<file path="config.mk">
export PLATFORM = sky130hd
export DESIGN_NAME = length_prefixed_command_parser_core_flat
export DESIGN_NICKNAME = d
export VERILOG_FILES = /design/src/rtl/lpcp_pkg.sv /design/src/rtl/lpcp_stream_if.sv /design/src/rtl/lpcp_cfg.sv /design/src/rtl/lpcp_parse.sv /design/src/rtl/length_prefixed_command_parser_core.sv /design/src/flat_wrapper.sv
export SDC_FILE = /design/constraint.sdc
export NUM_CORES = 1
export LEC_CHECK = 0
export BUFFER_PORTS_ARGS = -buffer_cell sky130_fd_sc_hd__clkbuf_2
export CORE_ASPECT_RATIO = 0.8
export CORE_MARGIN = 5
export CORE_UTILIZATION = 39
export DETAILED_ROUTE_END_ITERATION = 16
export HOLD_SLACK_MARGIN = 0.05
export RECOVER_POWER = 50
export SYNTH_ARGS = -nofsm -noshare
export SYNTH_HDL_FRONTEND = slang
export SYNTH_SLANG_ARGS = --single-unit
export TNS_END_PERCENT = 1
</file>
<file path="constraint.sdc">
create_clock -name clk_i -period 9.3 [get_ports clk_i]
set_input_delay 1.86 -clock clk_i [delete_from_list [all_inputs] [get_ports clk_i]]
set_output_delay 1.86 -clock clk_i [all_outputs]
set_load 0.01 [all_outputs]
</file>
<file path="src/rtl/lpcp_pkg.sv">
// Shared types and constants of the length-prefixed command parser.
`default_nettype none
package lpcp_pkg;

  localparam int unsigned LIM_W      = 24;
  localparam int unsigned CFG_IDX_W  = 2;
  localparam int unsigned CFG_DATA_W = LIM_W;
  localparam int unsigned ACC_W      = 32;

  localparam logic [CFG_IDX_W-1:0] CFG_MAX_RID   = 2'd0;
  localparam logic [CFG_IDX_W-1:0] CFG_MAX_KEY   = 2'd1;
  localparam logic [CFG_IDX_W-1:0] CFG_MAX_VALUE = 2'd2;

  localparam logic [LIM_W-1:0] RST_MAX_RID   = LIM_W'(4 * 1024);
  localparam logic [LIM_W-1:0] RST_MAX_KEY   = LIM_W'(1024);
  localparam logic [LIM_W-1:0] RST_MAX_VALUE = LIM_W'(1024 * 1024);

  localparam logic [7:0] VERSION_BYTE = 8'd1;
  localparam logic [7:0] OP_PUT       = 8'd1;
  localparam logic [7:0] OP_DELETE    = 8'd2;

  localparam logic [1:0] TAG_RID   = 2'd0;
  localparam logic [1:0] TAG_KEY   = 2'd1;
  localparam logic [1:0] TAG_VALUE = 2'd2;

  typedef enum logic [3:0] {
    PH_VERSION = 4'd0,
    PH_OP      = 4'd1,
    PH_LEN0    = 4'd2,
    PH_PAY0    = 4'd3,
    PH_LEN1    = 4'd4,
    PH_PAY1    = 4'd5,
    PH_LEN2    = 4'd6,
    PH_PAY2    = 4'd7,
    PH_TAIL    = 4'd8,
    PH_ABSORB  = 4'd9
  } phase_e;

  typedef enum logic [3:0] {
    ERR_NONE      = 4'd0,
    ERR_SHORT     = 4'd1,
    ERR_VERSION   = 4'd2,
    ERR_OP        = 4'd3,
    ERR_LEN_CUT   = 4'd4,
    ERR_RID_LIM   = 4'd5,
    ERR_KEY_LIM   = 4'd6,
    ERR_VALUE_LIM = 4'd7,
    ERR_PAY_CUT   = 4'd8,
    ERR_TRAILING  = 4'd9
  } err_e;

  typedef struct packed {
    logic [7:0] in_byte;
    logic       end_of_message;
  } in_word_t;

  typedef struct packed {
    logic [7:0] out_byte;
    logic       payload_valid;
    logic [1:0] field_tag;
    logic       message_done;
    logic       message_ok;
    logic       is_delete;
    logic [3:0] error_code;
  } out_word_t;

  typedef struct packed {
    logic [LIM_W-1:0] max_request_id_len;
    logic [LIM_W-1:0] max_key_len;
    logic [LIM_W-1:0] max_value_len;
  } limits_t;

endpackage
`default_nettype wire

</file>
<file path="src/rtl/lpcp_stream_if.sv">
// Valid/ready word channel carrying one payload struct.
`default_nettype none
interface lpcp_stream_if #(
  parameter type word_t = logic [7:0]
);
  logic  valid;
  logic  ready;
  word_t data;

  modport source (output valid, output data, input ready);
  modport sink (input valid, input data, output ready);
endinterface
`default_nettype wire

</file>
<file path="src/rtl/lpcp_cfg.sv">
// Length limit registers with their write decoder.
`default_nettype none
module lpcp_cfg (
  input  wire logic                             clk_i,
  input  wire logic                             rst_ni,
  input  wire logic                             cfg_we_i,
  input  wire logic [lpcp_pkg::CFG_IDX_W-1:0]   cfg_idx_i,
  input  wire logic [lpcp_pkg::CFG_DATA_W-1:0]  cfg_data_i,
  output lpcp_pkg::limits_t                     limits_o
);
  import lpcp_pkg::*;

  limits_t lim_q, lim_d;

  always_comb begin
    lim_d = lim_q;
    if (cfg_we_i) begin
      unique case (cfg_idx_i)
        CFG_MAX_RID:   lim_d.max_request_id_len = cfg_data_i;
        CFG_MAX_KEY:   lim_d.max_key_len        = cfg_data_i;
        CFG_MAX_VALUE: lim_d.max_value_len      = cfg_data_i;
        default:       lim_d = lim_q;
      endcase
    end
  end

  always_ff @(posedge clk_i or negedge rst_ni) begin
    if (!rst_ni) begin
      lim_q.max_request_id_len <= RST_MAX_RID;
      lim_q.max_key_len        <= RST_MAX_KEY;
      lim_q.max_value_len      <= RST_MAX_VALUE;
    end else begin
      lim_q <= lim_d;
    end
  end

  assign limits_o = lim_q;

endmodule
`default_nettype wire

</file>
<file path="src/rtl/lpcp_parse.sv">
// Parse state machine: checks one word per step and builds its result word.
`default_nettype none
module lpcp_parse #(
  parameter int unsigned LENGTH_BYTES = 4
) (
  input  wire logic                clk_i,
  input  wire logic                rst_ni,
  input  wire logic                step_i,
  input  wire lpcp_pkg::in_word_t  word_i,
  input  wire lpcp_pkg::limits_t   limits_i,
  output lpcp_pkg::out_word_t      result_o
);
  import lpcp_pkg::*;

  localparam int unsigned CNT_W = (LENGTH_BYTES > 1) ? $clog2(LENGTH_BYTES) : 1;
  localparam logic [CNT_W-1:0] CNT_LAST = CNT_W'(LENGTH_BYTES - 1);

  phase_e           phase_q, phase_d;
  logic [ACC_W-1:0] acc_q, acc_d;
  logic [CNT_W-1:0] cnt_q, cnt_d;
  logic [ACC_W-1:0] rem_q, rem_d;
  err_e             err_q, err_d;
  logic             del_q, del_d;

  logic [ACC_W-1:0] acc_nx;
  logic [ACC_W-1:0] rem_nx;
  logic [3:0]       ph_off;
  logic [1:0]       fld;
  logic [LIM_W-1:0] lim;
  err_e             end_code;
  err_e             verdict;
  logic [7:0]       b;
  logic             eom;

  assign b   = word_i.in_byte;
  assign eom = word_i.end_of_message;

  // field index from a length or payload phase
  assign ph_off = phase_q - 4'(PH_LEN0);
  assign fld    = ph_off[2:1];

  always_comb begin
    case (fld)
      TAG_RID: lim = limits_i.max_request_id_len;
      TAG_KEY: lim = limits_i.max_key_len;
      default: lim = limits_i.max_value_len;
    endcase
  end

  // saturate once the top byte is occupied
  assign acc_nx = (acc_q[ACC_W-1:ACC_W-8] != 8'd0) ? '1 : {acc_q[ACC_W-9:0], b};
  assign rem_nx = (rem_q != '0) ? rem_q - ACC_W'(1) : rem_q;

  always_comb begin
    phase_d  = phase_q;
    acc_d    = acc_q;
    cnt_d    = cnt_q;
    rem_d    = rem_q;
    err_d    = err_q;
    del_d    = del_q;
    end_code = ERR_NONE;
    result_o = '0;

    unique case (phase_q)
      PH_VERSION: begin
        end_code = ERR_SHORT;
        if (!eom) begin
          if (b != VERSION_BYTE) begin
            err_d   = ERR_VERSION;
            phase_d = PH_ABSORB;
          end else begin
            phase_d = PH_OP;
          end
        end
      end
      PH_OP: begin
        if (b == OP_PUT || b == OP_DELETE) begin
          del_d    = (b == OP_DELETE);
          phase_d  = PH_LEN0;
          acc_d    = '0;
          cnt_d    = '0;
          end_code = ERR_LEN_CUT;
        end else begin
          err_d   = ERR_OP;
          phase_d = PH_ABSORB;
        end
      end
      PH_LEN0, PH_LEN1, PH_LEN2: begin
        acc_d = acc_nx;
        if (cnt_q != CNT_LAST) begin
          cnt_d    = cnt_q + CNT_W'(1);
          end_code = ERR_LEN_CUT;
        end else if (acc_nx > {{(ACC_W-LIM_W){1'b0}}, lim}) begin
          err_d   = err_e'(4'(ERR_RID_LIM) + {2'b00, fld});
          phase_d = PH_ABSORB;
        end else if (acc_nx == '0) begin
          if (fld != TAG_VALUE) begin
            phase_d  = phase_e'(phase_q + 4'd2);
            acc_d    = '0;
            cnt_d    = '0;
            end_code = ERR_LEN_CUT;
          end else begin
            phase_d = PH_TAIL;
          end
        end else begin
          rem_d    = acc_nx;
          phase_d  = phase_e'(phase_q + 4'd1);
          end_code = ERR_PAY_CUT;
        end
      end
      PH_PAY0, PH_PAY1, PH_PAY2: begin
        result_o.payload_valid = 1'b1;
        result_o.field_tag     = fld;
        result_o.out_byte      = b;
        rem_d                  = rem_nx;
        if (rem_nx == '0) begin
          if (fld != TAG_VALUE) begin
            phase_d  = phase_e'(phase_q + 4'd1);
            acc_d    = '0;
            cnt_d    = '0;
            end_code = ERR_LEN_CUT;
          end else begin
            phase_d = PH_TAIL;
          end
        end else begin
          end_code = ERR_PAY_CUT;
        end
      end
      PH_TAIL: begin
        if (err_q == ERR_NONE) begin
          err_d = ERR_TRAILING;
        end
        phase_d = PH_ABSORB;
      end
      default: begin
        phase_d = PH_ABSORB;
      end
    endcase

    verdict            = (err_d != ERR_NONE) ? err_d : end_code;
    result_o.is_delete    = del_d;
    result_o.message_done = eom;
    if (eom) begin
      result_o.message_ok = (verdict == ERR_NONE);
      result_o.error_code = verdict;
      phase_d = PH_VERSION;
      acc_d   = '0;
      cnt_d   = '0;
      rem_d   = '0;
      err_d   = ERR_NONE;
      del_d   = 1'b0;
    end
  end

  always_ff @(posedge clk_i or negedge rst_ni) begin
    if (!rst_ni) begin
      phase_q <= PH_VERSION;
      acc_q   <= '0;
      cnt_q   <= '0;
      rem_q   <= '0;
      err_q   <= ERR_NONE;
      del_q   <= 1'b0;
    end else if (step_i) begin
      phase_q <= phase_d;
      acc_q   <= acc_d;
      cnt_q   <= cnt_d;
      rem_q   <= rem_d;
      err_q   <= err_d;
      del_q   <= del_d;
    end
  end

  // a payload phase always has bytes left to take
  a_pay_rem: assert property (@(posedge clk_i) disable iff (!rst_ni)
    (phase_q == PH_PAY0 || phase_q == PH_PAY1 || phase_q == PH_PAY2) |-> rem_q != '0)
    else $error("payload phase with nothing remaining");

  // a latched error always parks the parser in absorb
  a_err_absorb: assert property (@(posedge clk_i) disable iff (!rst_ni)
    (err_q != ERR_NONE) |-> phase_q == PH_ABSORB)
    else $error("error latched outside absorb");

  a_cnt_range: assert property (@(posedge clk_i) disable iff (!rst_ni)
    cnt_q <= CNT_LAST)
    else $error("length byte count out of range");

  // an end mark always returns the parser to a clean start
  a_eom_clear: assert property (@(posedge clk_i) disable iff (!rst_ni)
    (step_i && eom) |=> (phase_q == PH_VERSION && err_q == ERR_NONE && !del_q))
    else $error("state not cleared after end of message");

endmodule
`default_nettype wire

</file>
<file path="src/rtl/length_prefixed_command_parser_core.sv">
// Top level: input register, parse step, result register and limit registers.
// Path: an accepted word waits in the input register until the output register can
//   advance; then it is parsed and its result word is loaded into the output register.
// Throughput: one word per cycle while the output side is ready; the parse state and
//   result register advance together, so back-to-back words flow without bubbles.
// Reset: parser returns to expecting the version byte; limits reset to
//   4096 (request id), 1024 (key) and 1048576 (value) bytes.
`default_nettype none
module length_prefixed_command_parser_core #(
  parameter int unsigned LENGTH_BYTES = 4
) (
  input  wire logic                             clk_i,
  input  wire logic                             rst_ni,
  lpcp_stream_if.sink                           in_i,
  lpcp_stream_if.source                         out_o,
  input  wire logic                             cfg_we_i,
  input  wire logic [lpcp_pkg::CFG_IDX_W-1:0]   cfg_idx_i,
  input  wire logic [lpcp_pkg::CFG_DATA_W-1:0]  cfg_data_i
);
  import lpcp_pkg::*;

  logic      in_v_q;
  in_word_t  in_q;
  logic      out_v_q;
  out_word_t out_q;
  out_word_t result;
  limits_t   limits;
  logic      advance;
  logic      step;

  assign advance  = !out_v_q || out_o.ready;
  assign step     = in_v_q && advance;
  assign in_i.ready = !in_v_q || advance;

  always_ff @(posedge clk_i or negedge rst_ni) begin
    if (!rst_ni) begin
      in_v_q <= 1'b0;
    end else if (in_i.ready) begin
      in_v_q <= in_i.valid;
    end
  end

  always_ff @(posedge clk_i) begin
    if (in_i.ready && in_i.valid) begin
      in_q <= in_i.data;
    end
  end

  lpcp_cfg u_cfg (
    .clk_i      (clk_i),
    .rst_ni     (rst_ni),
    .cfg_we_i   (cfg_we_i),
    .cfg_idx_i  (cfg_idx_i),
    .cfg_data_i (cfg_data_i),
    .limits_o   (limits)
  );

  lpcp_parse #(
    .LENGTH_BYTES (LENGTH_BYTES)
  ) u_parse (
    .clk_i    (clk_i),
    .rst_ni   (rst_ni),
    .step_i   (step),
    .word_i   (in_q),
    .limits_i (limits),
    .result_o (result)
  );

  always_ff @(posedge clk_i or negedge rst_ni) begin
    if (!rst_ni) begin
      out_v_q <= 1'b0;
    end else if (advance) begin
      out_v_q <= in_v_q;
    end
  end

  always_ff @(posedge clk_i) begin
    if (step) begin
      out_q <= result;
    end
  end

  assign out_o.valid = out_v_q;
  assign out_o.data  = out_q;

endmodule
`default_nettype wire

</file>
<file path="src/flat_wrapper.sv">
// flat-port wrapper written by rule: the top's interface ports become plain ports
module length_prefixed_command_parser_core_flat import lpcp_pkg::*;
#(
  parameter int unsigned LENGTH_BYTES = 4
)
  (clk_i, rst_ni, cfg_we_i, cfg_idx_i, cfg_data_i, in_i_valid, in_i_data, in_i_ready, out_o_valid, out_o_data, out_o_ready);
  lpcp_stream_if #(.word_t(in_word_t)) in_i_i ();
  lpcp_stream_if #(.word_t(out_word_t)) out_o_i ();
  input  wire logic clk_i;
  input  wire logic rst_ni;
  input  wire logic cfg_we_i;
  input  wire logic [lpcp_pkg::CFG_IDX_W-1:0] cfg_idx_i;
  input  wire logic [lpcp_pkg::CFG_DATA_W-1:0] cfg_data_i;
  input wire logic [$bits(in_i_i.valid)-1:0] in_i_valid;
  input wire logic [$bits(in_i_i.data)-1:0] in_i_data;
  output wire logic [$bits(in_i_i.ready)-1:0] in_i_ready;
  output wire logic [$bits(out_o_i.valid)-1:0] out_o_valid;
  output wire logic [$bits(out_o_i.data)-1:0] out_o_data;
  input wire logic [$bits(out_o_i.ready)-1:0] out_o_ready;
  assign in_i_i.valid = in_i_valid;
  assign in_i_i.data = in_i_data;
  assign in_i_ready = in_i_i.ready;
  assign out_o_valid = out_o_i.valid;
  assign out_o_data = out_o_i.data;
  assign out_o_i.ready = out_o_ready;
  length_prefixed_command_parser_core #(.LENGTH_BYTES(LENGTH_BYTES)) u_core (.clk_i(clk_i), .rst_ni(rst_ni), .in_i(in_i_i), .out_o(out_o_i), .cfg_we_i(cfg_we_i), .cfg_idx_i(cfg_idx_i), .cfg_data_i(cfg_data_i));
endmodule
</file>
==> results.cfg <==
[logic_synthesis]
synth_edf_count = 27
yosys.area_share.adder_pct = 4.45
synth_top_family_by_area = compound AO/OA/AOI/OAI gates
synth_compound_area_share_pct = 21.0
synth.area.mux_share_pct = 8.71
ys.flop_type = dfrtp_1
syn_area_per_cell_um2 = 10.1
synth_warnings = 0
yosys.area_share.simple_pct = 16.0
synth_fp_nets = 1076
syn_inst = 1000
synthDistinctLibCells = 79
async_flop_share_pct = 84.7
post_synth_xor_area_fraction_pct = 0.519
ys_seq_elements = 176
seq_area_frac_synth_pct = 44.8
syn_area_um2 = 10100

[route]
drt_iter0_drc = 819
drtAntennaViolNets = 0
route.final.wire_length_mm = 28.7
via_per_inst = 5.97
drt_pass1_iterations = 5
wire_per_inst_um = 20.5
route.detailed.drc = 0
vias = 8354

[grt]
gr-total-overflow = 0
grt_first_pass_wirelength_mm = 46.1
groute.usage.overall_pct = 19.8
grt_max_degree = 87
antenna_found_initial = 0
grt_pass1_vias = 8122

[floorplanning]
start_util_pct = 39.8
io_pins = 60
die_area_um2 = 29300
die_h_um = 154
die_w_um = 190
core_area_um2 = 25400
rows = 52

[clock_network]
numCtsBuffers = 17
cts_tree = done
cts_resized = 0
cts-root-buf = clkbuf_16
h-tree-depth = 4
clk_pin_slew_ps = 70
clock_path_buffers = 2
cts_hold_buffers = 0
insertion_delay_ps = 440
cts_sinks = 176
post_cts_buffers = 0

[worst_setup_path]
r2r_end = u_core.u_parse.rem_q[18]$_DFFE_PN0P_
cpPeakStageDelay_ps = 880
r2r_cells = 12
cp_cell_sequence = nor4_1 -> nand2_1 -> nor2_1 -> inv_1 -> ha_1 -> and4_1 -> a2111oi_0 -> nor2_1 -> nor4b_1 -> o31a_1 -> nand2_1 -> o31ai_1
arrival_ps = 6880
cpMaxStageDelayCell = a2111oi_0
worst-path-max-fanout = 34
worstSetupStartpointType = register
required_ps = 9630
r2r_setup_slack_ps = 2750
rr_startpoint = u_core.u_parse.acc_q[29]$_DFFE_PN0P_
crit_type = reg -> reg
worstSetupEndpointType = register

[min_path]
hp-start = u_core.u_cfg.limits_o[10]$_DFFE_PN0P_
hold_class = reg -> reg
whs_endpoint = u_core.u_cfg.limits_o[10]$_DFFE_PN0P_
whs_path_depth = 1

[final_layout]
finalNonFillerCells = 1399
area_delta_synth_final_pct = 11.6
final_util_pct = 44.4
layout_common_cells = dfrtp_1, nor2_1, mux2_2
num-nets-final = 1111
layout_commonest_cell = dfrtp_1
diodes = 0
n_fill_cell = 2453
drive_gt1_share_pct = 21.3

[power_and_ir_drop]
irDropWorstVdd_uv = 135
p_leak_nw = 4.73
p_per_area_nw_per_um2 = 184

[sta]
period_minus_slack_ps = 6550
worst_pin_slew_ps = 4860
period_share_pct = 70.4
finalHoldViolations = 0
rsz0062_at_grt = false
fmax_ghz = 0.153
skew_ps = 12.5
maxSlewHeadroom_pct = -224
drv_slew = 222
final.setup.tns_ps = 0
setup_viol = 0

[run]
maxCapViolations = 5

[place]
hpwl_mm = 20.5
portBuffers = 59
place_inst = 1367
routabilityCongestion = 0.940

[run_status]
outcome = finished with violations
violations = max-capacitance violations, max-slew violations
-- critical path: cells and delay by family (launching register included) --
kind | cells | cell delay (ps)
and+or+nand+nor | 7 | 3740
AOI/OAI and AO/OA | 3 | 1860
DFF | 1 | 400
adders and majority gates | 1 | 320
buffers and inverters | 1 | 100
-- cell usage after synthesis (6+ instances only) --
master     instances  area share [%]
a21oi_1           49             2.4
a22o_1            10            0.86
a22oi_1           25             1.9
a31oi_1            7            0.43
and2_1             9            0.56
buf_2              6            0.30
clkbuf_1          44             1.6
dfrtp_1          146              36
edfxtp_1          27             8.0
ha_1              36             4.4
inv_1             48             1.8
mux2_2            73             8.1
mux2i_1            6            0.59
nand2_1           69             2.6
nand3_1           12            0.59
nand4_1           11            0.68
nor2_1            91             3.4
nor3_1            31             1.5
nor4_1            23             1.4
nor4b_1            7            0.61
o211ai_1          11            0.82
o21ai_0           72             3.6
o22ai_1           18             1.1
o2bb2ai_2         30             4.4
o31ai_1            7            0.52
or2_2              6            0.37
or3_1              7            0.43
or4_1             10            0.74
xnor2_1            6            0.52
-- area by class of cell --
type	instances	area (um2)	share of cell area, %
clock buffers	22	485	4.29
repair buffers	74	382	3.38
flip-flops and latches	176	4540	40.2
clock inverters	10	124	1.10
well taps	351	439	3.88
multi-input cells	717	5150	45.5
inverters	49	184	1.63
-- how the worst max path moves through the flow --
stage,start,end,depth (start not counted)
after floorplan,u_core.u_parse.phase_q[2]$_DFFE_PN0P_,u_core.u_parse.rem_q[31]$_DFFE_PN0P_,17
after global placement,u_core.u_parse.acc_q[29]$_DFFE_PN0P_,u_core.u_parse.rem_q[18]$_DFFE_PN0P_,13
after detailed placement,u_core.u_parse.acc_q[25]$_DFFE_PN0P_,u_core.u_parse.rem_q[18]$_DFFE_PN0P_,12
after CTS,u_core.u_parse.acc_q[29]$_DFFE_PN0P_,u_core.u_parse.rem_q[18]$_DFFE_PN0P_,12
after global routing,rst_ni,u_core.u_parse.acc_q[14]$_DFFE_PN0P_,1
final,u_core.u_parse.acc_q[29]$_DFFE_PN0P_,u_core.u_parse.rem_q[18]$_DFFE_PN0P_,12
-- flip-flops by register name (all words and copies together) (netlist names) --
signal and cells:
u_core.u_cfg.limits_o 72, u_core.u_parse.acc_q 32, u_core.u_parse.rem_q 32, u_core.out_o.data 18, u_core.in_q 9, u_core.u_parse.err_q 4
u_core.u_parse.phase_q 4, u_core.u_parse.cnt_q 2, u_core.in_v_q 1, u_core.out_o.valid 1, u_core.u_parse.del_q 1
-- power breakdown --
part           total [mW]  internal, mW  switching [mW]
clock               0.743         0.429           0.314
combinational       0.408         0.163           0.245
sequential          0.927         0.870          0.0565
total                2.08          1.46           0.616
-- layer usage --
layer / GRT usage (%) / up-vias / routed length (um)
li1: - / 3817 / -
met1: 29.5 / 4171 / 13500
met2: 29.3 / 334 / 12700
met3: 4.22 / 32 / 2120
met4: 4.79 / 0 / 396
met5: 0 / - / 0
-- cell families (layout without fill, tap and decap cells) --
group / count (synthesis) / after routing
simple gates: 312 / 312
fa+ha+maj: 36 / 36
xor+xnor: 6 / 6
buf+inv: 107 / 155
flops: 176 / 176
mux: 79 / 79
compound gates: 284 / 284
-- stage by stage --
step	worst slack, ps	hold slack [ps]	cell area, um2	power, mW
6_report	2750	501	11300	2.08
5_1_grt	2240	517	11300	2.18
4_1_cts	2940	505	11300	2.10
3_5_place_dp	2980	484	10700	1.35
3_3_place_gp	3170	469	10700	1.33
2_1_floorplan	4910	424	10100	1.21
Note: power is estimated with default switching activity, not from simulation.
